==> src/sv/rgb_conv3x3_filter_macros.svh <==
// assertion helpers shared by the filter modules
`ifndef RGB_CONV3X3_FILTER_MACROS_SVH
`define RGB_CONV3X3_FILTER_MACROS_SVH

`ifndef NO_ASSERTIONS
`define RCF_ASSERT(label, clk, rst, prop) \
   label: assert property (@(posedge clk) disable iff (rst) prop) \
      else $error("rgb_conv3x3_filter: property failed");
`define RCF_ASSERT_NEVER(label, clk, rst, expr) \
   label: assert property (@(posedge clk) disable iff (rst) !(expr)) \
      else $error("rgb_conv3x3_filter: forbidden condition seen");
`else
`define RCF_ASSERT(label, clk, rst, prop)
`define RCF_ASSERT_NEVER(label, clk, rst, expr)
`endif

`endif

==> src/sv/rcf_ram.sv <==
module rcf_ram #(
   parameter int WIDTH = 8,
   parameter int DEPTH = 16
) (
   input  logic                     clock,
   input  logic                     wr_en,
   input  logic [$clog2(DEPTH)-1:0] wr_addr,
   input  logic [WIDTH-1:0]         wr_data,
   input  logic                     rd_en,
   input  logic [$clog2(DEPTH)-1:0] rd_addr,
   output logic [WIDTH-1:0]         rd_data
);

   logic [WIDTH-1:0] mem [DEPTH];

   always_ff @(posedge clock) begin
      if (wr_en) begin
         mem[wr_addr] <= wr_data;
      end
      if (rd_en) begin
         rd_data <= mem[rd_addr];
      end
   end

endmodule

==> config.mk <==
export PLATFORM = sky130hd
export DESIGN_NAME = rcf_ram
export DESIGN_NICKNAME = d
export VERILOG_FILES = /design/src/sv/rgb_conv3x3_filter_macros.svh /design/src/sv/rcf_ram.sv
export SDC_FILE = /design/constraint.sdc
export NUM_CORES = 1
export LEC_CHECK = 0
export BUFFER_PORTS_ARGS = -buffer_cell sky130_fd_sc_hd__buf_2
export CAP_MARGIN = 20
export CORE_ASPECT_RATIO = 1.1
export CORE_UTILIZATION = 26
export CTS_BUF_LIST = sky130_fd_sc_hd__clkbuf_8
export DETAILED_ROUTE_END_ITERATION = 10
export GPL_TIMING_DRIVEN = 0
export PLACE_DENSITY_LB_ADDON = 0.12
export SYNTH_ARGS = -nofsm -noshare
export SYNTH_HDL_FRONTEND = slang
export SYNTH_SLANG_ARGS = --single-unit
==> constraint.sdc <==
create_clock -name clock -period 1.73 [get_ports clock]
set_input_delay 0.0865 -clock clock [delete_from_list [all_inputs] [get_ports clock]]
set_output_delay 0.0865 -clock clock [all_outputs]
set_load 0.05 [all_outputs]
==> flow_results.org <==
** Worst setup path
- RR Startpoint :: mem[3][7]
- STA classifies the critical path startpoint as a flip-flop.
- Timing startpoint of the critical path :: mem[3][7]
- The worst setup path is of the reg2reg kind.
- Arrival time at the worst endpoint :: 1.85 ns
- In this run the worst setup path terminates at rd_data[7].
- RR Endpoint :: rd_data[7]
- In this run the worst path has a maximum fanout of 1.
- Reg2reg setup slack :: 0.04 ns
- Endpoint type of the worst setup path :: flip-flop
- Number of cell instances on the worst register-to-register path :: 3
- Required time of the critical path :: 1.90 ns

** Global route
- Global routing used 12.4% of the available tracks.
- Global-route wire length before repair :: 16.7 mm
- Number of antenna violations at the first check in global routing :: 0
- Number of global-route vias before repair :: 2513
- Maximum number of pins on one net before global-route repair :: 17
- Remaining Overflow, GRT :: 0

** Placement
- Routability-driven placement finished with a final weighted congestion of 0.717.
- Summed over all nets, the half-perimeter wirelength after detailed placement is 7.53 mm.
- Buffers on Ports :: 25
- Worst Setup Slack post-DPL :: -0.183 ns

** Logic synthesis
- Syn nets :: 248
- Sequential element share of the synthesized area :: 78.1%
- Counting every instance in the synthesized netlist gives 229.
- Count of yosys warnings during synthesis :: 0
- Of the post-synthesis cell area, the dominant cell type holds 78.1%.
- Count of distinct cell types in the synthesized netlist :: 18
- By area the synthesized netlist is led by sky130_fd_sc_hd__edfxtp_1, sky130_fd_sc_hd__mux4_2, sky130_fd_sc_hd__mux4_1.
- The synthesized netlist occupies a cell area of 0.00523 sq mm.
- In the synthesized netlist the dominant register cell turns out to be sky130_fd_sc_hd__edfxtp_1.
- Post-synth top cells :: sky130_fd_sc_hd__edfxtp_1, sky130_fd_sc_hd__mux4_2, sky130_fd_sc_hd__a22oi_1, sky130_fd_sc_hd__mux4_1, sky130_fd_sc_hd__nor2_1
- The biggest area contributor in the post-synthesis netlist is sky130_fd_sc_hd__edfxtp_1.
- The average instance in the mapped netlist occupies 22.8 sq um.
- In this run, synthesis inferred 136 flip-flops with an integrated enable.
- In the post-synthesis netlist, the cell with the most instances is sky130_fd_sc_hd__edfxtp_1.
- Fraction of registers with async set or reset after synthesis :: 0%
- In this run, synthesis produced a sequential element count of 136.

** Routing
- The final layout contains routed wiring with a total length of 11.7 mm.
- The count of nets left with antenna violations once routing finished came out at 0.
- DR iter-0 viols :: 167
- Mean routed wirelength per cell :: 21.6 um
- Dividing the detail-routed via count by the number of cells gives 4.42.
- The first TritonRoute pass finished after 4 iterations.
- Across all layers, the routed design uses 2386 vias.
- For this run, design rule violations remaining after detail routing come to 0.

** Run status
- Result of the run :: complete, no violations

** Cells and area
- In the final design database the tool counted 294 nets.
- Number of antenna diodes :: 0
- Layout Area Growth over Synthesis :: 15.8%
- Layout cell share with drive strength beyond 1 :: 29.2%

** Timing
- For the pin with the worst max-slew slack, the measured transition is 0.928 ns.
- Worst Setup Slack, final :: 0.0426 ns
- Number of setup violations in the final report :: 0
- The number of hold-slack violations in the final timing report came to 0.
- Min Tclk post-route :: 1.69 ns
- Achievable frequency :: 593 MHz
- The final critical path takes up 97.5% of the cycle.
- Unrepaired setup endpoints after global routing :: no
- Measured against its own limit, the worst slew margin works out to 37.9%.
- The total count of max-transition violations in the final report came to 0.
- Fin Clk Skew :: 0.00941 ns

** Pwr
- Total power :: 6550 uW
- In this run the static leakage power is 0.00196 uW.
- For this design the ratio of total power to cell area is 1080 mW/mm^2.
- Worst supply voltage drop on vdd :: 421 uV

** Floorplan
- The core region is 0.0198 sq mm.
- Die height :: 151 um
- Starting Density :: 26.4%
- Die area :: 0.0207 sq mm
- I/O pins :: 27
- Die span in x :: 137 um
- Number of cell rows :: 54

** Flow run
- The tool flagged a number of max-cap violations equal to 0.

** Clock tree
- Clock sinks :: 136
- Post-CTS sizing :: 0
- In this run the number of H-tree levels came out at 4.
- TritonCTS clock tree :: built
- Buffers inserted during clock tree synthesis total 17.
- Clock Tree Root :: sky130_fd_sc_hd__clkbuf_8
- The clock reaches the later pin of the worst-skew pair after 0.44 ns.
- After clock tree synthesis, the clock-pin slew on the worst setup and hold paths is 0.08 ns.
- Number of buffers between clock root and the deepest sink :: 2

** Hold path
- Worst hold path class :: in2reg
layout make-up:
class                   instances  area [sq um]
fillers                      1939         13700
clock inverters                15           120
clock buffers                  17           234
well taps                     252           315
multi-input cells              83          1070
repair buffers                 27           143
plain buffers                  10          86.3
flip-flops and latches        136          4080
through the flow:
stage	area [sq um]	setup TNS, ns	util (%)	hold slack [ns]	std cells
after floorplan	5230	0	-	0.185	229
after CTS	6050	0	30.6	0.0285	540
final	6050	0	30.6	0.0547	540
after detailed placement	5690	-3.97	28.7	0.448	507
after global routing	6050	0	30.6	0.0350	540
after global placement	5670	-13.81	28.6	0.439	506
cells in the final DEF, fill, tap and decap left out, drive strengths merged:
master	netlist	routed
a22oi	16	16
nor2b	1	1
and2b	1	1
clkinv	0	9
inv	0	3
dlygate4sd3	0	1
clkinvlp	0	1
clkbuf	0	17
bufinv	0	2
clkdlybuf4s25	3	3
nand2b	2	2
or3b	1	1
nor2	13	13
buf	7	33
mux4	32	32
nand2	9	9
nor3	4	4
nand3b	2	2
nand3	1	1
edfxtp	136	136
and2	1	1
routing by layer:
metal / track usage (%) / routed length (um) / vias up
met5: 0 / 0 / -
met4: 5.44 / 232 / 0
met3: 3.16 / 362 / 16
met2: 19.3 / 5610 / 44
met1: 16.3 / 5470 / 1256
li1: - / - / 1070
what timing repair did:
action,in CTS,in global routing
hold endpoints to repair,8,0
hold buffers,1,0
buffers inserted,0,0
worst min path at each step:
stage | from | to | slack [ns] | cells after the start
detailed placement | rd_en | rd_data[0] | 0.45 | 1
global placement | rd_en | rd_data[5] | 0.44 | 1
global route | wr_data[5] | mem[6][5] | 0.03 | 1
floorplan | wr_data[0] | mem[0][0] | 0.19 | 0
finish | wr_data[6] | mem[15][6] | 0.05 | 1
CTS | wr_data[6] | mem[2][6] | 0.03 | 1
critical path: stages, from the launching register on:
cell and delay (ns):
sky130_fd_sc_hd__edfxtp_1 0.36, sky130_fd_sc_hd__mux4_2 0.49, sky130_fd_sc_hd__a22oi_1 0.42, sky130_fd_sc_hd__nand2_1 0.14
kinds of logic after synthesis:
family,count (synthesis),share of synthesized area [%]
DFF,136,78.1
and+or+nand+nor,35,3.14
muxes,32,14.8
AOI/OAI and AO/OA,16,2.30
buffers and inverters,10,1.65
registers in the layout, summed over array words and instances (netlist names):
name,count
rd_data,8
mem,128
power breakdown:
group          internal (uW)  total [uW]  switching, uW
sequential              3710        3720           14.3
clock                   1230        2400           1170
combinational            146         424            278
total                   5080        6550           1460
(Power assumes the default switching activity.)
