--- src/sv/rgb_conv3x3_filter_macros.svh ---
// assertion helpers shared by the filter modules
`ifndef RGB_CONV3X3_FILTER_MACROS_SVH
`define RGB_CONV3X3_FILTER_MACROS_SVH

`ifndef NO_ASSERTIONS
`define RCF_ASSERT(label, clk, rst, prop) \
   label: assert property (@(posedge clk) disable iff (rst) prop) \
      else $error("rgb_conv3x3_filter: property failed");
`define RCF_ASSERT_NEVER(label, clk, rst, expr) \
   label: assert property (@(posedge clk) disable iff (rst) !(expr)) \
      else $error("rgb_conv3x3_filter: forbidden condition seen");
`else
`define RCF_ASSERT(label, clk, rst, prop)
`define RCF_ASSERT_NEVER(label, clk, rst, expr)
`endif

`endif

--- src/sv/rcf_pkg.sv ---
package rcf_pkg;

   localparam int MAX_WIDTH   = 1024;
   localparam int CH_W        = 8;
   localparam int COL_W       = 10;
   localparam int ROW_W       = 16;
   localparam int IMG_W_W     = 11;
   localparam int IMG_H_W     = 16;
   localparam int TAPS        = 9;
   localparam int CSR_INDEX_W = 2;
   localparam int CSR_DATA_W  = 16;

   localparam logic [IMG_W_W-1:0] WIDTH_RESET  = 11'd1024;
   localparam logic [IMG_H_W-1:0] HEIGHT_RESET = 16'd768;

   // filter arithmetic: sums are exact multiples of 1/144
   localparam int SUM_W       = 19;
   localparam int DIV_SHIFT   = 4;       // 144 = 16 * 9
   localparam int DIV_X_W     = 12;      // below saturation, sum / 16 fits here
   localparam int RECIP_W     = 13;
   localparam int RECIP_SHIFT = 16;
   localparam int PROD_W      = DIV_X_W + RECIP_W;
   localparam logic [RECIP_W-1:0] RECIP_9 = 13'd7282;  // ceil(2^16 / 9)
   localparam logic signed [SUM_W-1:0] SAT_LIMIT = 19'sd36864;  // 256 * 144
   localparam logic [CH_W-1:0] CH_MAX = 8'hFF;

   localparam int QUEUE_DEPTH = 4;
   localparam int QPTR_W      = $clog2(QUEUE_DEPTH);
   localparam int QCNT_W      = $clog2(QUEUE_DEPTH + 1);

   typedef enum logic [CSR_INDEX_W-1:0] {
      CSR_KERNEL = 2'd0,
      CSR_WIDTH  = 2'd1,
      CSR_HEIGHT = 2'd2
   } csr_index_type;

   typedef enum logic [1:0] {
      KERNEL_BOX     = 2'd0,
      KERNEL_SHARPEN = 2'd1,
      KERNEL_EMBOSS  = 2'd2,
      KERNEL_GAUSS   = 2'd3
   } kernel_type;

   typedef struct packed {
      logic [CH_W-1:0] red;
      logic [CH_W-1:0] green;
      logic [CH_W-1:0] blue;
   } req_type;

   typedef struct packed {
      logic [ROW_W-1:0] out_row;
      logic [COL_W-1:0] out_col;
      logic [CH_W-1:0]  out_red;
      logic [CH_W-1:0]  out_green;
      logic [CH_W-1:0]  out_blue;
      logic             last;
   } rsp_type;

   localparam int PIX_W  = $bits(req_type);
   localparam int LINE_W = 2 * PIX_W;

   typedef req_type [TAPS-1:0] window_type;
   typedef logic [TAPS-1:0][CH_W-1:0] taps_type;

   // what travels beside the lanes for one pixel beat
   typedef struct packed {
      logic             int_valid;
      logic             bord_valid;
      logic [ROW_W-1:0] int_row;
      logic [COL_W-1:0] int_col;
      logic [ROW_W-1:0] bord_row;
      logic [COL_W-1:0] bord_col;
      req_type          bord_pix;
   } meta_type;

endpackage

--- src/sv/rcf_lane.sv ---
module rcf_lane (
   input  logic                      clock,
   input  logic                      en,
   input  rcf_pkg::kernel_type       kernel,
   input  rcf_pkg::taps_type         taps,
   output logic [rcf_pkg::CH_W-1:0]  result
);
   import rcf_pkg::*;

   logic signed [SUM_W-1:0] t [TAPS];
   logic signed [SUM_W-1:0] base;
   logic signed [SUM_W-1:0] sum_in;
   logic signed [SUM_W-1:0] sum_ff;
   logic [DIV_X_W-1:0]      div_x;
   logic [PROD_W-1:0]       prod;
   logic [CH_W-1:0]         result_in;
   logic [CH_W-1:0]         result_ff;

   always_comb begin
      for (int i = 0; i < TAPS; i++) begin
         t[i] = SUM_W'(taps[i]);
      end
   end

   // each kernel is a small add tree times a common factor of its coefficients
   always_comb begin
      case (kernel)
         KERNEL_BOX: begin
            base   = t[0] + t[1] + t[2] + t[3] + t[4] + t[5] + t[6] + t[7] + t[8];
            sum_in = base <<< 4;
         end
         KERNEL_SHARPEN: begin
            base   = (t[4] <<< 2) + (t[4] <<< 1) - t[1] - t[3] - t[5] - t[7];
            sum_in = (base <<< 6) + (base <<< 3);
         end
         KERNEL_EMBOSS: begin
            base   = t[4] + t[5] + t[7] + (t[8] <<< 1) - (t[0] <<< 1) - t[1] - t[3];
            sum_in = (base <<< 7) + (base <<< 4);
         end
         KERNEL_GAUSS: begin
            base   = t[0] + t[2] + t[6] + t[8] + (t[4] <<< 2)
                   + ((t[1] + t[3] + t[5] + t[7]) <<< 1);
            sum_in = (base <<< 3) + base;
         end
         default: begin
            base   = '0;
            sum_in = '0;
         end
      endcase
   end

   // floor(sum / 144) as floor(floor(sum / 16) / 9), reciprocal exact below saturation
   always_comb begin
      div_x = sum_ff[DIV_SHIFT+DIV_X_W-1:DIV_SHIFT];
      prod  = PROD_W'(div_x) * PROD_W'(RECIP_9);
      if (sum_ff <= 0) begin
         result_in = '0;
      end else if (sum_ff >= SAT_LIMIT) begin
         result_in = CH_MAX;
      end else begin
         result_in = prod[RECIP_SHIFT+CH_W-1:RECIP_SHIFT];
      end
   end

   always_ff @(posedge clock) begin
      if (en) begin
         sum_ff    <= sum_in;
         result_ff <= result_in;
      end
   end

   assign result = result_ff;

endmodule

--- config.mk ---
export PLATFORM = sky130hd
export DESIGN_NAME = rcf_lane
export DESIGN_NICKNAME = d
export VERILOG_FILES = /design/src/sv/rgb_conv3x3_filter_macros.svh /design/src/sv/rcf_pkg.sv /design/src/sv/rcf_lane.sv
export SDC_FILE = /design/constraint.sdc
export NUM_CORES = 1
export LEC_CHECK = 0
export ABC_AREA = 1
export BUFFER_PORTS_ARGS = -buffer_cell sky130_fd_sc_hd__buf_2
export CAP_MARGIN = 20
export CORE_MARGIN = 3
export CORE_UTILIZATION = 55
export DETAILED_ROUTE_END_ITERATION = 8
export PLACE_DENSITY_LB_ADDON = 0.05
export REMOVE_ABC_BUFFERS = 1
export SYNTH_ARGS = -nofsm -noshare
export SYNTH_HDL_FRONTEND = slang
export SYNTH_SLANG_ARGS = --single-unit
--- constraint.sdc ---
create_clock -name clock -period 8 [get_ports clock]
set_input_delay 0.8 -clock clock [delete_from_list [all_inputs] [get_ports clock]]
set_output_delay 0.8 -clock clock [all_outputs]
set_load 0.05 [all_outputs]
==> results of run 1 <==
## registers in the layout (all words and copies together) (netlist names)
name and flops:
result 8, sum_ff 19
## metal layers
| metal | GRT usage [%] | share of wire (%) | vias up |
|---|---|---|---|
| met5 | 0 | 0 | - |
| met1 | 41.4 | 49 | 4603 |
| met2 | 44.1 | 44 | 237 |
| met3 | 4.31 | 6.1 | 22 |
| met4 | 3.57 | 1.3 | 0 |
| li1 | - | - | 4795 |
## critical path, cell delays in order
cell and delay, ns:
buf_2 0.16, inv_1 0.08, fa_1 0.50, fa_1 0.51, inv_1 0.04, ha_1 0.34
a21oi_1 0.14, nand2_1 0.09, a21oi_1 0.23, o21bai_1 0.15, xor2_1 0.17, fa_1 0.52
fa_1 0.44, fa_1 0.54, inv_1 0.04, ha_1 0.34, a21oi_1 0.31, nand3_2 0.18
nand2_2 0.11, nand2_4 0.06, xor2_4 0.16, ha_1 0.34, inv_1 0.09, nor3_1 0.05
a211oi_1 0.32, o21ai_4 0.11, o21ai_0 0.23, o2111ai_1 0.19
## cells by family after synthesis
family	share of synthesized area [%]
buf+inv	12.3
compound gates	9.73
flops	6.77
fa+ha+maj	52.0
simple gates	15.1
xor+xnor	4.11
## per-stage QoR
step	hold WS, ns	utilization, %
6_report	0.781	60.5
2_1_floorplan	0.659	-
5_1_grt	0.841	60.5
3_3_place_gp	0.776	60.1
4_1_cts	0.796	60.5
3_5_place_dp	0.779	60.1
## worst paths after layout
kind         startpoint  slack, ns  depth (start not counted)    endpoint
max            taps[11]       0.72                         28  sum_ff[11]
min          sum_ff[18]       0.78                          2   result[6]
max reg2reg  sum_ff[10]       3.09                         17   result[7]
min reg2reg  sum_ff[18]       0.78                          2   result[6]
## cell type report
type                    instances  area [um2]  area share (%)
repair buffers                 88         450            3.51
clock buffers                   4        78.8           0.614
multi-input cells            1059        9690            75.5
flip-flops and latches         27         811            6.32
well taps                     275         344            2.68
inverters                     389        1460            11.4
## synthesized netlist by cell type
cell type / instances / area share (%)
a211oi_1: 3 / 0.19
a21boi_0: 3 / 0.19
a21o_1: 9 / 0.56
a21oi_1: 96 / 4.0
a221oi_1: 1 / 0.073
a311oi_1: 1 / 0.073
a31oi_1: 9 / 0.47
and2_1: 1 / 0.052
clkbuf_1: 2 / 0.063
edfxtp_1: 27 / 6.8
fa_1: 186 / 31
ha_1: 200 / 21
inv_1: 387 / 12
inv_2: 2 / 0.063
nand2_1: 229 / 7.2
nand2_2: 12 / 0.63
nand2_4: 3 / 0.28
nand2b_1: 1 / 0.052
nand3_1: 50 / 2.1
nand3_2: 5 / 0.42
nand3b_1: 3 / 0.19
nand4_1: 13 / 0.68
nand4_2: 1 / 0.10
nor2_1: 71 / 2.2
nor2_2: 3 / 0.16
nor3_1: 14 / 0.59
nor3b_1: 1 / 0.063
nor4_1: 2 / 0.10
o2111ai_1: 4 / 0.29
o211ai_1: 4 / 0.25
o21a_1: 6 / 0.38
o21ai_0: 50 / 2.1
o21ai_1: 4 / 0.17
o21ai_4: 1 / 0.14
o21bai_1: 9 / 0.56
o21bai_2: 1 / 0.094
o31ai_1: 3 / 0.19
or2_0: 1 / 0.052
or2_2: 5 / 0.26
xnor2_1: 23 / 1.7
xor2_1: 30 / 2.2
xor2_4: 1 / 0.23
==> metrics, run 1 <==
post-detail-place hpwl=28700 um; Clock Latency Late Sink=0.28 ns; clk_skew=0.00297 ns; Least-Margin Pin Slew=0.932 ns; Max Freq=137 MHz; Post-DRT Antenna Nets=0; # IOs=84; vias in the first global route=10200; Distinct cells, synth=42; # Max-Cap Violations=0; Sink Count=27; CTS tree=done; DIE HEIGHT=154 um; CP startpoint kind=input pin; Initial Util=56.4%; Vias per Instance=5.24; Nets=2030; status=completed; total grt overflow=0; DP Area=12800 um2; Area growth, synth to finish=7.23%; Synth Cell Area=12000 um2; drt pass-1 iters=6; crit path DAT=7.27 ns; Placed Cells=1837; maximum clock path buffer count=2; first-pass GRT wire length=52100 um; layout cells sized above 1=7.98%; post-synthesis sequential area ratio=6.77%; CTS root buf=clkbuf_16; Placer Congestion=1.00; H-tree depth=1; Hold WC Path Type=flop to flop; Worst Path Required=7.99 ns; RSZ-0062 raised after global routing=false; critical path type=input pin to flop; WL final=31200 um; most common cell after layout, fill and taps aside=inv_1; worst setup margin=0.718 ns; final non-filler cell area=12800 um2; final setup violation count=0; die width=154 um; initial drt markers=578; initial antenna violation count=0; Slew Limit Fails=0; CP Max Fanout=5; crit end category=flop; Avg Cell Area, Syn=8.11 um2; Layout Cells excl Fill=1842; Layout fillers=2023; DP Worst Slack=0.488 ns; Post-CTS Hold Fix Bufs=0; Final Hold Viols=0; DRC=0; CTS buffer count=3; antenna diode count=0; total number of vias=9657; setup_tns=0 ns; row cnt=53; post-CTS sizing=0; PortBufs=83; Wirelength per Cell=16.9 um; Post-Syn Instances=1477; Post-CTS Setup Inserts=0; Placeable Area=21200 um2; most frequent cells in the layout=inv_1, nand2_1, ha_1; largest net degree at the start of global routing=28; synthesized flop and latch total=27; Tcrit/Tclk final=91.0%; Rel. slew slack=37.7%; Clock Pin Slew Worst Setup and Hold Paths=0.08 ns; crit path time final=7.28 ns; Ys Warns=0; All-Layer GR Usage=27.7%; die area=23600 um2
Power of run 1 is left out: the tool's default activity adds up to more than one toggle a clock period on the data nets, which glitch-free logic cannot reach.
==> run 2, diff against run 1 <==
CORE_UTILIZATION = 40   (was 55)
clock period = 9.3 ns   (was 8 ns; I/O delays follow)
==> run 2 against run 1 <==
Compared with the run above: worst hold slack got worse by 0.044 ns; critical path type unchanged; cell area rose by 0.97%; first-iteration DRC count rose by 7.6%; register-to-register slack improved by 1.3 ns; highest routed layer unchanged; non-clock buffer count fell by 2; critical endpoint is now sum_ff[14]; final cell count rose by 5.8%.
==> metrics, run 2 (same netlist as run 1, synthesis figures left out) <==
status=completed; CTS tree=done; CP Max Fanout=6; Least-Margin Pin Slew=0.938 ns; # Max-Cap Violations=0; post-detail-place hpwl=30400 um; largest net degree at the start of global routing=28; layout cells sized above 1=7.92%; crit path time final=7.73 ns; Layout fillers=2988; total grt overflow=0; crit end category=flop; crit path DAT=7.76 ns; Post-CTS Hold Fix Bufs=0; vias in the first global route=9602; DIE HEIGHT=179 um; clk_skew=0.0138 ns; CP startpoint kind=input pin; Vias per Instance=4.84; Final Hold Viols=0; total number of vias=9440; Biggest register=sum_ff; first-pass GRT wire length=52800 um; CP most frequent cell=nand2_1; Max Freq=129 MHz; Post-CTS Setup Inserts=0; DRC=0; CTS buffer count=3; Area growth, synth to finish=8.28%; Placeable Area=29100 um2; Critical Path Max Stage Delay=0.57 ns; Multi-input gate area=9690 um2; die area=32000 um2; RSZ-0062 raised after global routing=false; Wirelength per Cell=16.7 um; critical path type=input pin to flop; max FFs per register=19; Post-DRT Antenna Nets=0; Tcrit/Tclk final=83.1%; CP max stage cell=fa_1; setup_tns=0 ns; Hold WC Path Type=flop to flop; All-Layer GR Usage=21.4%; Placer Congestion=0.884; Initial Util=41.2%; # IOs=84; PortBufs=83; die width=179 um; Sink Count=27; Clock Latency Late Sink=0.28 ns; drt pass-1 iters=5; initial antenna violation count=0; WL final=32600 um; H-tree depth=1; initial drt markers=622; Clock Pin Slew Worst Setup and Hold Paths=0.08 ns; Slew Limit Fails=0; post-CTS sizing=0; Seq. cell area=811 um2; final setup violation count=0; Rel. slew slack=37.2%; maximum clock path buffer count=2; CTS root buf=clkbuf_16; most common cell after layout, fill and taps aside=inv_1; row cnt=62; Worst Path Required=9.33 ns; Nets=2028; antenna diode count=0; most frequent cells in the layout=inv_1, nand2_1, ha_1
## run 2: changes by cell type in the layout (fill, tap and decap cells not counted), sizes merged
cell | before | now
buf | 88 | 86
clkbuf | 4 | 3
clkinvlp | 0 | 1
## run 2: path summary, 6_finish.rpt
path / start / slack (ns) / cells past startpoint / to
max: taps[9] / 1.57 / 36 / sum_ff[14]
min: sum_ff[18] / 0.74 / 3 / result[4]
max reg2reg: sum_ff[9] / 4.36 / 17 / result[7]
min reg2reg: sum_ff[18] / 0.74 / 3 / result[4]
## run 2: area by class of cell
cell class,instances,share of cell area [%]
clock buffer,3,0.579
inverter,389,11.3
tap,384,3.71
multi-input combinational,1059,74.8
sequential,27,6.25
clock inverter,1,0.0579
timing repair buffer,86,3.36
## run 2: per-stage QoR
step	hold slack [ns]	cells	util (%)	setup slack [ns]	area, um2
after floorplan	0.659	1475	-	2.36	12000
after global placement	0.758	1944	44.3	1.47	12900
after detailed placement	0.733	1944	44.3	1.34	12900
after CTS	0.750	1948	44.5	1.63	13000
after global routing	0.800	1949	44.6	1.01	13000
final	0.738	1949	44.6	1.57	13000
## run 2: critical path, delay by kind of cell
kind | cells | cell delay [ns]
and+or+nand+nor | 15 | 1.53
AOI/OAI and AO/OA | 4 | 1.15
xor gates and xnor gates | 1 | 0.17
adders and majority gates | 9 | 3.46
buffers and inverters | 7 | 0.52
## run 2: metal layers
layer,up-vias,global-route usage [%],wire (um)
met5,-,0,0
met4,0,1.53,209
met3,10,2.29,1130
met2,143,32.2,13500
met1,4500,34.2,17800
li1,4787,-,-
Power of run 2 is left out for the same reason.
==> run 3, diff against run 2 <==
clock period = 7.55 ns   (was 9.3 ns; I/O delays follow)
==> run 3 against run 2 <==
Compared with the run above: worst hold slack improved by 0.031 ns; clock-buffer cell count rose by 1; non-clock buffer count rose by 22; critical path depth fell by 2; critical path type unchanged; largest cell class unchanged.
==> metrics, run 3 (same netlist as run 1, synthesis figures left out) <==
vias in the first global route=9785; Hold WC Path Type=flop to flop; most frequent cells in the layout=inv_1, nand2_1, ha_1; Initial Util=41.2%; final setup violation count=0; Clock Pin Slew Worst Setup and Hold Paths=0.07 ns; antenna diode count=0; # IOs=84; CTS root buf=clkbuf_16; H-tree depth=1; drt pass-1 iters=5; setup_tns=0 ns; Post-DRT Antenna Nets=0; critical path type=input pin to flop; layout cells sized above 1=9.45%; family with the most delay on the worst path=adder cells; maximum clock path buffer count=2; Nets=2050; first-pass GRT wire length=53900 um; All-Layer GR Usage=21.9%; Max Freq=139 MHz; Post-CTS Hold Fix Bufs=0; worst r2r dst=result[5]; reg-to-reg startpoint=sum_ff[12]; Slew Limit Fails=0; CP startpoint kind=input pin; max FFs per register=19; worst path bufs/invs=8; crit end category=flop; status=completed; CTS tree=done; Wirelength per Cell=17.0 um; DIE HEIGHT=179 um; CP max stage cell=fa_1; Placeable Area=29100 um2; RSZ-0062 raised after global routing=false; Area growth, synth to finish=9.87%; CP Max Fanout=5; PortBufs=83; initial antenna violation count=0; final non-filler cell area=13200 um2; initial drt markers=538; row cnt=62; crit path DAT=7.18 ns; Worst Path Required=7.56 ns; Rel. slew slack=21.6%; Biggest register=sum_ff; Reg2Reg Setup Slack=2.56 ns; Tcrit/Tclk final=95.1%; most common cell after layout, fill and taps aside=inv_1; die width=179 um; hold path cells=2; Sink Count=27; CTS buffer count=3; Placer Congestion=0.920; Vias per Instance=4.88; total number of vias=9611; WL final=33500 um; DP Area=13000 um2; Least-Margin Pin Slew=1.17 ns; DRC=0; Critical Path Max Stage Delay=0.58 ns; post-detail-place hpwl=31100 um; # Max-Cap Violations=0; Hold EP=result[6]; Clock Latency Late Sink=0.27 ns; crit path time final=7.18 ns; HP Start=sum_ff[18]; clk_skew=0.00694 ns; total grt overflow=0; Final Hold Viols=0; Worst R2R Path Depth=16; largest net degree at the start of global routing=28; die area=32000 um2
[run 3: changes by cell type in the layout (fill, tap and decap cells not counted), sizes merged]
cell | before | now
clkinvlp | 1 | 0
buf | 86 | 108
clkbuf | 3 | 4
[run 3: final cells by class]
cell class | instances | area [um2]
fill | 3021 | 15900
timing repair buffer | 108 | 603
clock buffer | 4 | 78.8
inverter | 389 | 1460
tap | 384 | 480
multi-input combinational | 1059 | 9720
sequential | 27 | 811
[run 3: through the flow]
stage	cells	setup slack [ns]	hold WS, ns	util (%)
after detailed placement	1967	0.156	0.758	44.9
final	1971	0.372	0.769	45.2
after CTS	1971	0.408	0.775	45.1
after global routing	1971	0.00796	0.812	45.2
after floorplan	1475	0.782	0.659	-
after global placement	1967	0.246	0.766	44.9
[run 3: how the worst max path moves through the flow]
stage             from    endpoint  cells after the start  slack [ns]
6_report       taps[9]  sum_ff[15]                     34        0.37
5_1_grt        taps[9]  sum_ff[14]                     34       0.008
4_1_cts        taps[9]  sum_ff[14]                     38        0.41
3_5_place_dp   taps[9]  sum_ff[14]                     38        0.16
3_3_place_gp   taps[9]  sum_ff[15]                     34        0.25
2_1_floorplan  taps[9]  sum_ff[15]                     32        0.78
[run 3: layer usage]
layer	track usage, %	share of wire, %
met5	0	0
met1	35.1	54
met3	2.39	4.1
met2	33.1	41
met4	1.33	0.54
[run 3: worst min-delay path: cells and delay by family, from the launching register on]
family         cells  cell delay, ns
AO/OA/AOI/OAI      2            0.25
flip-flops         1            0.36
[run 3: timing repair]
item / CTS / global route
endpoints found under the setup margin: 0 / 4
setup buffers: 0 / 0
resized for setup: 0 / 6
Power of run 3 is left out for the same reason.
