===== config.mk =====
export PLATFORM = sky130hd
export DESIGN_NAME = rcf_merge
export DESIGN_NICKNAME = d
export VERILOG_FILES = /design/src/sv/rcf_pkg.sv /design/src/sv/rcf_merge.sv
export VERILOG_INCLUDE_DIRS = /design/src /design/src/sv
export SDC_FILE = /design/constraint.sdc
export NUM_CORES = 1
export LEC_CHECK = 0
export CORE_MARGIN = 3
export CORE_UTILIZATION = 45
export CTS_BUF_LIST = sky130_fd_sc_hd__clkbuf_4 sky130_fd_sc_hd__clkbuf_8
export DETAILED_ROUTE_END_ITERATION = 6
export DONT_BUFFER_PORTS = 1
export PLACE_DENSITY = 0.64
export SYNTH_ARGS = -nofsm -noshare
export SYNTH_HDL_FRONTEND = slang
export SYNTH_SLANG_ARGS = --single-unit

===== constraint.sdc =====
create_clock -name clock -period 9.17 [get_ports clock]
set_input_delay 0.4585 -clock clock [delete_from_list [all_inputs] [get_ports clock]]
set_output_delay 0.4585 -clock clock [all_outputs]
set_load 0.01 [all_outputs]

===== src/sv/rgb_conv3x3_filter_macros.svh =====
// assertion helpers shared by the filter modules
`ifndef RGB_CONV3X3_FILTER_MACROS_SVH
`define RGB_CONV3X3_FILTER_MACROS_SVH

`ifndef NO_ASSERTIONS
`define RCF_ASSERT(label, clk, rst, prop) \
   label: assert property (@(posedge clk) disable iff (rst) prop) \
      else $error("rgb_conv3x3_filter: property failed");
`define RCF_ASSERT_NEVER(label, clk, rst, expr) \
   label: assert property (@(posedge clk) disable iff (rst) !(expr)) \
      else $error("rgb_conv3x3_filter: forbidden condition seen");
`else
`define RCF_ASSERT(label, clk, rst, prop)
`define RCF_ASSERT_NEVER(label, clk, rst, expr)
`endif

`endif


===== src/sv/rcf_pkg.sv =====
package rcf_pkg;

   localparam int MAX_WIDTH   = 1024;
   localparam int CH_W        = 8;
   localparam int COL_W       = 10;
   localparam int ROW_W       = 16;
   localparam int IMG_W_W     = 11;
   localparam int IMG_H_W     = 16;
   localparam int TAPS        = 9;
   localparam int CSR_INDEX_W = 2;
   localparam int CSR_DATA_W  = 16;

   localparam logic [IMG_W_W-1:0] WIDTH_RESET  = 11'd1024;
   localparam logic [IMG_H_W-1:0] HEIGHT_RESET = 16'd768;

   // filter arithmetic: sums are exact multiples of 1/144
   localparam int SUM_W       = 19;
   localparam int DIV_SHIFT   = 4;       // 144 = 16 * 9
   localparam int DIV_X_W     = 12;      // below saturation, sum / 16 fits here
   localparam int RECIP_W     = 13;
   localparam int RECIP_SHIFT = 16;
   localparam int PROD_W      = DIV_X_W + RECIP_W;
   localparam logic [RECIP_W-1:0] RECIP_9 = 13'd7282;  // ceil(2^16 / 9)
   localparam logic signed [SUM_W-1:0] SAT_LIMIT = 19'sd36864;  // 256 * 144
   localparam logic [CH_W-1:0] CH_MAX = 8'hFF;

   localparam int QUEUE_DEPTH = 4;
   localparam int QPTR_W      = $clog2(QUEUE_DEPTH);
   localparam int QCNT_W      = $clog2(QUEUE_DEPTH + 1);

   typedef enum logic [CSR_INDEX_W-1:0] {
      CSR_KERNEL = 2'd0,
      CSR_WIDTH  = 2'd1,
      CSR_HEIGHT = 2'd2
   } csr_index_type;

   typedef enum logic [1:0] {
      KERNEL_BOX     = 2'd0,
      KERNEL_SHARPEN = 2'd1,
      KERNEL_EMBOSS  = 2'd2,
      KERNEL_GAUSS   = 2'd3
   } kernel_type;

   typedef struct packed {
      logic [CH_W-1:0] red;
      logic [CH_W-1:0] green;
      logic [CH_W-1:0] blue;
   } req_type;

   typedef struct packed {
      logic [ROW_W-1:0] out_row;
      logic [COL_W-1:0] out_col;
      logic [CH_W-1:0]  out_red;
      logic [CH_W-1:0]  out_green;
      logic [CH_W-1:0]  out_blue;
      logic             last;
   } rsp_type;

   localparam int PIX_W  = $bits(req_type);
   localparam int LINE_W = 2 * PIX_W;

   typedef req_type [TAPS-1:0] window_type;
   typedef logic [TAPS-1:0][CH_W-1:0] taps_type;

   // what travels beside the lanes for one pixel beat
   typedef struct packed {
      logic             int_valid;
      logic             bord_valid;
      logic [ROW_W-1:0] int_row;
      logic [COL_W-1:0] int_col;
      logic [ROW_W-1:0] bord_row;
      logic [COL_W-1:0] bord_col;
      req_type          bord_pix;
   } meta_type;

endpackage


===== src/sv/rcf_merge.sv =====
`include "rgb_conv3x3_filter_macros.svh"

module rcf_merge (
   input  logic              clock,
   input  logic              reset,
   input  rcf_pkg::meta_type meta,
   input  rcf_pkg::req_type  res_pix,
   output logic              en,
   output logic              rsp_valid,
   input  logic              rsp_ready,
   output rcf_pkg::rsp_type  rsp_data
);
   import rcf_pkg::*;

   meta_type            meta_d1_ff;
   meta_type            meta_d2_ff;
   rsp_type             queue_ff [QUEUE_DEPTH];
   logic [QPTR_W-1:0]   wr_ptr_ff;
   logic [QPTR_W-1:0]   wr_ptr_in;
   logic [QPTR_W-1:0]   rd_ptr_ff;
   logic [QPTR_W-1:0]   rd_ptr_in;
   logic [QCNT_W-1:0]   count_ff;
   logic [QCNT_W-1:0]   count_in;
   logic [QCNT_W-1:0]   n_push;
   logic                pop;
   rsp_type             int_item;
   rsp_type             bord_item;

   // room for two entries (both results of one beat) keeps the whole pipe moving
   assign en        = count_ff <= QCNT_W'(QUEUE_DEPTH - 2);
   assign rsp_valid = count_ff != '0;
   assign rsp_data  = queue_ff[rd_ptr_ff];
   assign pop       = rsp_valid && rsp_ready;

   always_comb begin
      int_item.out_row   = meta_d2_ff.int_row;
      int_item.out_col   = meta_d2_ff.int_col;
      int_item.out_red   = res_pix.red;
      int_item.out_green = res_pix.green;
      int_item.out_blue  = res_pix.blue;
      int_item.last      = !meta_d2_ff.bord_valid;

      bord_item.out_row   = meta_d2_ff.bord_row;
      bord_item.out_col   = meta_d2_ff.bord_col;
      bord_item.out_red   = meta_d2_ff.bord_pix.red;
      bord_item.out_green = meta_d2_ff.bord_pix.green;
      bord_item.out_blue  = meta_d2_ff.bord_pix.blue;
      bord_item.last      = 1'b1;

      n_push = '0;
      if (en) begin
         n_push = QCNT_W'(meta_d2_ff.int_valid) + QCNT_W'(meta_d2_ff.bord_valid);
      end
      wr_ptr_in = wr_ptr_ff + QPTR_W'(n_push);
      rd_ptr_in = rd_ptr_ff + QPTR_W'(pop);
      count_in  = count_ff + n_push - QCNT_W'(pop);
   end

   always_ff @(posedge clock) begin
      if (reset) begin
         meta_d1_ff <= '0;
         meta_d2_ff <= '0;
         wr_ptr_ff  <= '0;
         rd_ptr_ff  <= '0;
         count_ff   <= '0;
      end else begin
         if (en) begin
            meta_d1_ff <= meta;
            meta_d2_ff <= meta_d1_ff;
         end
         wr_ptr_ff <= wr_ptr_in;
         rd_ptr_ff <= rd_ptr_in;
         count_ff  <= count_in;
      end
   end

   // filtered pixel goes first, border copy behind it
   always_ff @(posedge clock) begin
      if (en) begin
         if (meta_d2_ff.int_valid) begin
            queue_ff[wr_ptr_ff] <= int_item;
            if (meta_d2_ff.bord_valid) begin
               queue_ff[wr_ptr_ff + QPTR_W'(1)] <= bord_item;
            end
         end else if (meta_d2_ff.bord_valid) begin
            queue_ff[wr_ptr_ff] <= bord_item;
         end
      end
   end

   `RCF_ASSERT_NEVER(a_queue_overflow, clock, reset, count_ff > QCNT_W'(QUEUE_DEPTH))
   `RCF_ASSERT(a_pair_follows, clock, reset, rsp_valid && rsp_ready && !rsp_data.last |=> rsp_valid)

endmodule


==> flow_summary.json, run 1 <==
{
  "wl_met3_um": 3110,
  "slowest_stage": "buf_4",
  "ir_worst_vdd_mv": 0.154,
  "numPortBuffers": 0,
  "timing.final.crit_share_pct": 39.8,
  "postCtsSetupBuffers": 0,
  "dr.max_layer_used": "met4",
  "ys_ff_latch": 367,
  "syn_nets": 1424,
  "setup_violations": 0,
  "die_area_um2": 35700,
  "drtIter0Drc": 778,
  "hp-start": "meta[24]",
  "post_drt_wl_per_cell_um": 20.6,
  "fmax_mhz": 274,
  "crit_path_cell_trace": "a21o_4 > buf_4 > nor2_1 > xnor2_1 > ha_1 > inv_1 > fa_1 > xnor2_1 > xnor2_1 > nor2_1",
  "relSlewSlack_pct": 17.8,
  "grt_max_degree": 164,
  "power_leakage_nw": 5.99,
  "drive_above_1_share_pct": 13.7,
  "setup.worst_path.end_class": "flop",
  "gp_congestion": 0.765,
  "cp-start-kind": "flop",
  "track_usage_pct": 21.3,
  "critPathKind": "flop to flop",
  "holdWs_ns": 0.0339,
  "first_pass_iters": 5,
  "synth_warnings": 0,
  "cp_data_required_time_ns": 9.62,
  "grt_pass1_wl_um": 60200,
  "dp_hpwl_um": 21300,
  "period_needed_ns": 3.65,
  "met1_length_um": 15600,
  "critical_path.most_common_cell": "xnor2_1",
  "fin_nets": 1463,
  "dr_wl_met2_um": 18300,
  "arrival_ns": 4.10,
  "clkTransAtPathRegs_ns": 0.06,
  "ios": 158,
  "critical_path.max_fanout": 88,
  "place_area_um2": 15300,
  "diodes": 0,
  "h-tree-depth": 2,
  "finalHoldViolCount": 0,
  "fin_setup_tns_ns": 0,
  "cts_num_sinks": 367,
  "hold_class": "input port to flop",
  "syn-cell-area_um2": 15100,
  "ctsHoldBuffers": 72,
  "ctsResizeCount": 0,
  "cts_tree": "done",
  "max_cap_violations": 0,
  "yosysSeqAreaShare_pct": 62.1,
  "avgViaCountPerCell": 5.64,
  "clock_latency_ns": 0.61,
  "syn-mean-instance-area_um2": 11.5,
  "slowest_delay_ns": 0.90,
  "tightest_slew_ns": 1.23,
  "ys_types": 32,
  "die_w_um": 189,
  "grt_setup_unrepaired": "false",
  "ctsRootBufferMaster": "clkbuf_8",
  "wirelength_um": 38000,
  "design_area_um2": 17300,
  "slew_viol_final": 0,
  "die_h_um": 189,
  "syn_inst": 1313,
  "finalClockSkew_ns": 0.0289,
  "cp_num_buf_inv": 2,
  "overflow": 0,
  "rows": 66,
  "final_core_util_pct": 52.8,
  "core_um2": 32800,
  "grt_pass1_vias": 10550,
  "drtAntennaViolNets": 0,
  "cts_buffers": 58,
  "crit_start": "count_ff[0]$_SDFF_PP0_",
  "area_delta_synth_final_pct": 14.9,
  "critical-path-top-delay-family": "buffers and inverters",
  "status": "completed",
  "drc_errors": 0,
  "grt_antenna_before_repair": 0,
  "vias": 10381,
  "power.density_nw_per_um2": 269,
  "regToRegStartpoint": "count_ff[0]$_SDFF_PP0_",
  "start_util_pct": 46.0,
  "cts.path.max_buffers": 3
}
[cell usage after synthesis (all sizes together)]
cell type / count / area [um2]
mux4: 51 / 1150
fa: 1 / 20.0
nand2: 318 / 1190
a31oi: 1 / 6.26
a22oi: 50 / 375
inv: 7 / 26.3
or3: 1 / 6.26
o22a: 2 / 17.5
o21a: 1 / 7.51
nor3: 1 / 16.3
a21oi: 162 / 811
xnor2: 5 / 43.8
nor4: 2 / 33.8
and3: 2 / 12.5
dfxtp: 167 / 3340
clkbuf: 59 / 221
a21o: 1 / 8.76
a22o: 101 / 885
mux2i: 1 / 10.0
nor2: 112 / 420
xor2: 2 / 17.5
ha: 5 / 62.6
buf: 49 / 298
edfxtp: 200 / 6010
nand3: 3 / 15.0
nor2b: 4 / 25.0
o21ai: 4 / 20.0
nand2b: 1 / 13.8
[worst paths after layout]
| kind | to | depth (start not counted) | slack [ns] |
|---|---|---|---|
| worst max-delay path | count_ff[2]$_SDFF_PP0_ | 10 | 5.52 |
| worst min-delay path | meta_d1_ff[24]$_SDFFE_PP0P_ | 2 | 0.03 |
| worst max register to register | count_ff[2]$_SDFF_PP0_ | 10 | 5.52 |
| worst min register to register | int_item[45]$_SDFFE_PP0P_ | 2 | 0.45 |
[sequential cells by signal, summed over array words and instances, names as in the netlist]
signal      cells
bord_item      50
queue_ff      204
meta_d1_ff     78
meta_d2_ff      2
int_item       26
wr_ptr_ff       2
count_ff        3
rd_ptr_ff       2
[per-layer routing]
metal  vias to the layer above  track usage (%)
met5                         -                0
met4                         0             7.28
met3                        64             4.55
met2                       426             34.6
met1                      5065             28.6
li1                       4826                -
[layout make-up]
cell class / count / area, um2
inverters: 7 / 31.3
repair buffers: 87 / 851
clock inverters: 9 / 81.3
clock buffers: 99 / 1190
fillers: 2856 / 15500
multi-input cells: 831 / 5240
well taps: 442 / 553
flip-flops and latches: 367 / 9360
[power by group]
group / internal, mW / total (mW) / leakage [nW] / switching, mW
Sequential: 1.98 / 2.17 / 3.23 / 0.182
Combinational: 0.349 / 1.01 / 2.07 / 0.657
Clock: 0.847 / 1.49 / 0.691 / 0.638
[metrics by stage]
step	setup slack (ns)	instances	power, mW
finish	5.52	1842	4.66
global placement	5.55	1662	3.17
detailed placement	5.53	1662	3.19
global route	5.11	1842	4.90
floorplan	5.19	1313	2.91
CTS	5.43	1842	4.71
[worst reg2reg max path, delay by kind of cell (launching register included)]
kind                     cells  cell delay (ns)
XOR/XNOR                     3             0.58
buffers and inverters        2             0.97
AO/OA/AOI/OAI                1             0.73
AND/OR/NAND/NOR              2             0.27
adder cells (fa/ha/maj)      2             0.58
flip-flops                   1             0.38
[cell usage in the layout (no fill, tap or decap), types with 2 or more instances in the layout]
master,count
dfxtp_4,2
a21oi_1,158
buf_4,15
dlygate4sd3_1,71
a22oi_1,50
a21oi_4,4
xnor2_1,5
a22o_1,101
inv_1,5
mux4_2,51
inv_6,2
nor2b_1,4
and3_2,2
ha_1,5
o21ai_0,4
edfxtp_1,200
dfxtp_1,164
xor2_1,2
clkbuf_8,72
nor2_1,111
clkinv_2,5
nor4_4,2
nand2_1,318
nand3_1,3
clkbuf_4,27
o22a_1,2
[cell families (layout without fill, tap and decap cells)]
kind of cell	Yosys count	count (layout)	synth area share (%)
and+or+nand+nor	444	444	11.5
AOI/OAI and AO/OA	322	322	14.1
xor gates and xnor gates	7	7	0.407
DFF	367	367	62.1
muxes	52	52	7.69
adders and majority gates	6	6	0.548
buffers and inverters	115	202	3.62
Power figures use the tool's default switching activity.
==> inputs of run 2 (changes only) <==
PLACE_DENSITY = 0.66   (was 0.64)
clock period = 3.3 ns   (was 9.17 ns; I/O delays follow)
==> flow_summary.json, run 2 (synthesis results as in run 1) <==
{
  "diodes": 0,
  "first_pass_iters": 5,
  "core_um2": 32800,
  "critPathKind": "flop to flop",
  "place_area_um2": 15400,
  "hold_class": "input port to flop",
  "tightest_slew_ns": 1.25,
  "cp-start-kind": "flop",
  "area_delta_synth_final_pct": 17.6,
  "ctsResizeCount": 0,
  "clock_latency_ns": 0.59,
  "drtAntennaViolNets": 0,
  "postCtsSetupBuffers": 0,
  "p_int_mw": 8.78,
  "fin_ws_ns": 0.518,
  "timing.final.crit_share_pct": 84.3,
  "p_comb_share_pct": 22.6,
  "crit_start": "meta_d2_ff[76]$_SDFFE_PP0P_",
  "final_cell_mix": "nand2_1 (318), edfxtp_1 (200), dfxtp_1 (164), a21oi_1 (158), nor2_1 (111)",
  "period_needed_ns": 2.78,
  "finalHoldViolCount": 0,
  "grt_pass1_wl_um": 58700,
  "die_h_um": 189,
  "gp_congestion": 0.741,
  "clkTransAtPathRegs_ns": 0.06,
  "switching_power_mw": 4.05,
  "ctsRootBufferMaster": "clkbuf_8",
  "start_util_pct": 46.0,
  "relSlewSlack_pct": 16.8,
  "ctsHoldBuffers": 104,
  "max_cap_violations": 0,
  "setup.worst_path.end_class": "flop",
  "grt_setup_unrepaired": "false",
  "wirelength_um": 37500,
  "fmax_mhz": 359,
  "power.total_mw": 12.8,
  "cts.path.max_buffers": 3,
  "place_inst": 1673,
  "die_w_um": 189,
  "cp_data_required_time_ns": 3.74,
  "rows": 66,
  "status": "completed",
  "seq_power_share_pct": 46.7,
  "final_common_cell": "nand2_1",
  "cts_num_sinks": 367,
  "fin_nets": 1507,
  "pre_cts_ws_ns": 0.573,
  "ir_worst_vdd_mv": 0.425,
  "power.density_nw_per_um2": 724,
  "nFillCells": 2860,
  "largest_register_ff_count": 204,
  "critical_path.max_fanout": 37,
  "power_leakage_nw": 6.10,
  "slew_viol_final": 0,
  "numPortBuffers": 0,
  "cts_buffers": 59,
  "final_core_util_pct": 54.0,
  "design_area_um2": 17700,
  "avgViaCountPerCell": 5.53,
  "regToRegStartpoint": "meta_d2_ff[76]$_SDFFE_PP0P_",
  "holdWs_ns": 0.0702,
  "hp-start": "reset",
  "dp_hpwl_um": 20800,
  "ios": 158,
  "post_drt_wl_per_cell_um": 19.9,
  "clock_power_share_pct": 30.7,
  "drc_errors": 0,
  "overflow": 0,
  "arrival_ns": 3.22,
  "drtIter0Drc": 870,
  "largest-register": "queue_ff",
  "finalClockSkew_ns": 0.0210,
  "grt_pass1_vias": 10368,
  "fin_setup_tns_ns": 0,
  "cts_tree": "done",
  "die_area_um2": 35700,
  "vias": 10429,
  "track_usage_pct": 20.7,
  "stdcell_count": 1886,
  "grt_antenna_before_repair": 1,
  "setup_violations": 0,
  "h-tree-depth": 2,
  "grt_max_degree": 164,
  "drive_above_1_share_pct": 13.4,
  "p_sw_share_pct": 31.6
}
[run 2: changes by cell type in the layout (fill, tap and decap cells not counted), moves of 2 or more]
cell           previous run  this run
dlygate4sd3_1            71       103
clkinv_1                  0        10
clkbuf_4                 27        20
buf_4                    15        21
buf_12                    0         5
clkbuf_8                 72        69
clkinv_2                  5         7
[run 2: cell type report]
class                   count  area, um2  share of cell area (%)
clock buffers              89       1100                    6.21
flip-flops and latches    367       9360                    52.8
repair buffers            130       1320                    7.43
clock inverters            20        119                   0.671
well taps                 442        553                    3.12
multi-input cells         831       5240                    29.6
inverters                   7       31.3                   0.177
[run 2: critical path, stage by stage, from the launching register on]
cell and delay (ns):
dfxtp_1 0.47, ha_1 0.36, mux2i_1 0.17, nor2_4 0.96, buf_4 0.39, a22oi_1 0.14
nor2_1 0.15
[run 2: routing by layer]
| metal | track usage (%) | share of wire (%) | vias up |
|---|---|---|---|
| li1 | - | - | 4906 |
| met1 | 27.2 | 42 | 5067 |
| met2 | 35.1 | 49 | 387 |
| met3 | 4.07 | 7.5 | 67 |
| met4 | 6.04 | 2.1 | 2 |
| met5 | 0 | 0.024 | - |
[run 2: final timing paths]
path,slack [ns],end,cells after the start
setup / recovery,0.52,queue_ff[3][26]$_DFFE_PP_,6
hold / removal,0.07,bord_item[13]$_SDFFE_PP0P_,2
setup reg to reg,0.52,queue_ff[3][26]$_DFFE_PP_,6
hold reg to reg,0.44,bord_item[34]$_SDFFE_PP0P_,2
[run 2: power by group through the flow]
| stage | clock network, mW | logic (mW) | registers, mW |
|---|---|---|---|
| 2_1_floorplan | 0 | 2.24 | 5.85 |
| 5_1_grt | 4.25 | 3.18 | 6.08 |
| 6_report | 3.94 | 2.90 | 5.99 |
| 4_1_cts | 4.03 | 2.95 | 5.99 |
| 3_5_place_dp | 0 | 2.80 | 6.09 |
| 3_3_place_gp | 0 | 2.78 | 6.05 |
==> inputs of run 3 (changes only) <==
clock period = 2.3 ns   (was 3.3 ns; I/O delays follow)
==> flow_summary.json, run 3 (synthesis results as in run 1) <==
{
  "slowest_delay_ns": 0.63,
  "track_usage_pct": 21.2,
  "holdWs_ns": 0.128,
  "nFillCells": 2797,
  "dp_hpwl_um": 21400,
  "final_common_cell": "nand2_1",
  "hold_class": "input port to flop",
  "largest-register": "queue_ff",
  "power.density_nw_per_um2": 1050,
  "place_inst": 1688,
  "grt_pass1_wl_um": 60300,
  "seq_area_um2": 9360,
  "post_drt_wl_per_cell_um": 20.2,
  "cts.path.max_buffers": 3,
  "finalClockSkew_ns": 0.0356,
  "final_cell_mix": "nand2_1 (318), edfxtp_1 (200), dfxtp_1 (164), a21oi_1 (158), dlygate4sd3_1 (127)",
  "diodes": 0,
  "start_util_pct": 46.0,
  "final_core_util_pct": 55.9,
  "slowest_stage": "mux4_2",
  "fmax_mhz": 467,
  "h-tree-depth": 2,
  "period_needed_ns": 2.14,
  "first_pass_iters": 7,
  "ctsRootBufferMaster": "clkbuf_8",
  "die_w_um": 189,
  "largest_register_ff_count": 204,
  "met1_length_um": 15800,
  "cts_num_sinks": 367,
  "grt_setup_unrepaired": "false",
  "arrival_ns": 2.03,
  "relSlewSlack_pct": 55.7,
  "ir_worst_vdd_mv": 0.619,
  "numPortBuffers": 0,
  "rows": 66,
  "status": "completed",
  "fin_setup_tns_ns": 0,
  "cp_num_buf_inv": 1,
  "wirelength_um": 38900,
  "gp_congestion": 0.758,
  "max_cap_violations": 0,
  "cp_data_required_time_ns": 2.18,
  "setup_violations": 0,
  "multiInputGateArea_um2": 5240,
  "avgViaCountPerCell": 5.53,
  "setup.worst_path.end_class": "output pin",
  "grt_pass1_vias": 10934,
  "core_um2": 32800,
  "postCtsSetupBuffers": 0,
  "die_area_um2": 35700,
  "critPathKind": "flop to output pin",
  "tightest_slew_ns": 0.663,
  "fin_nets": 1548,
  "clkTransAtPathRegs_ns": 0.06,
  "drive_above_1_share_pct": 14.4,
  "die_h_um": 189,
  "critical-path-top-delay-family": "multiplexers",
  "clock_latency_ns": 0.62,
  "dr.max_layer_used": "met4",
  "critical_path.max_fanout": 27,
  "ios": 158,
  "crit_path_cell_trace": "buf_12 > mux4_2",
  "cp-start-kind": "flop",
  "overflow": 0,
  "power_leakage_nw": 6.45,
  "stdcell_count": 1928,
  "drtIter0Drc": 794,
  "cts_tree": "done",
  "drc_errors": 0,
  "grt_max_degree": 159,
  "dr_wl_met2_um": 19600,
  "wl_met3_um": 2550,
  "power.total_mw": 19.2,
  "cts_buffers": 60,
  "grt_antenna_before_repair": 0,
  "area_delta_synth_final_pct": 21.7,
  "drtAntennaViolNets": 0,
  "vias": 10669,
  "timing.final.crit_share_pct": 93.1,
  "slew_viol_final": 0,
  "finalHoldViolCount": 0
}
-- run 3: cell count changes in the layout (fill, tap and decap cells not counted), sizes merged --
cell / previous run / this run
buf: 27 / 42
inv: 8 / 9
clkinv: 17 / 10
clkbuf: 89 / 97
bufinv: 1 / 2
dlygate4sd3: 103 / 127
-- run 3: area by class of cell --
type | count | area share, %
sequential | 367 | 51.0
clock inverter | 15 | 0.696
tap | 442 | 3.02
timing repair buffer | 170 | 10.1
inverter | 7 | 0.171
multi-input combinational | 831 | 28.6
clock buffer | 96 | 6.42
-- run 3: layer usage --
layer  global-route usage, %  vias up
li1                        -     5001
met1                    26.8     5207
met2                    37.0      390
met3                    3.57       71
met4                    7.08        0
met5                       0        -
-- run 3: timing repair --
item / CTS / global route
hold buffers: 128 / 0
endpoints found under the setup margin: 0 / 42
resized for setup: 0 / 5
endpoints found under the hold margin: 259 / 0
-- run 3: worst paths after layout --
check                                                 from  depth (start not counted)  slack [ns]                     endpoint
worst min register to register  meta_d1_ff[8]$_SDFFE_PP0P_                          2        0.45    bord_item[9]$_SDFFE_PP0P_
worst max-delay path               rd_ptr_ff[0]$_SDFF_PP0_                          2        0.16                 rsp_data[23]
worst min-delay path                                 reset                          2        0.13  meta_d1_ff[11]$_SDFFE_PP0P_
worst max register to register      count_ff[2]$_SDFF_PP0_                          9        0.19       count_ff[2]$_SDFF_PP0_
-- run 3: power by group --
| part | total [mW] | internal, mW | switching [mW] |
|---|---|---|---|
| Combinational | 4.74 | 1.86 | 2.88 |
| Sequential | 8.46 | 7.91 | 0.553 |
| Clock | 6.01 | 3.46 | 2.55 |
-- run 3: stage by stage --
stage	instance area, um2	setup WS, ns
floorplan	15100	0.00303
global placement	15700	0.245
detailed placement	15700	0.206
CTS	18300	0.0428
global route	18300	0.0384
finish	18300	0.158
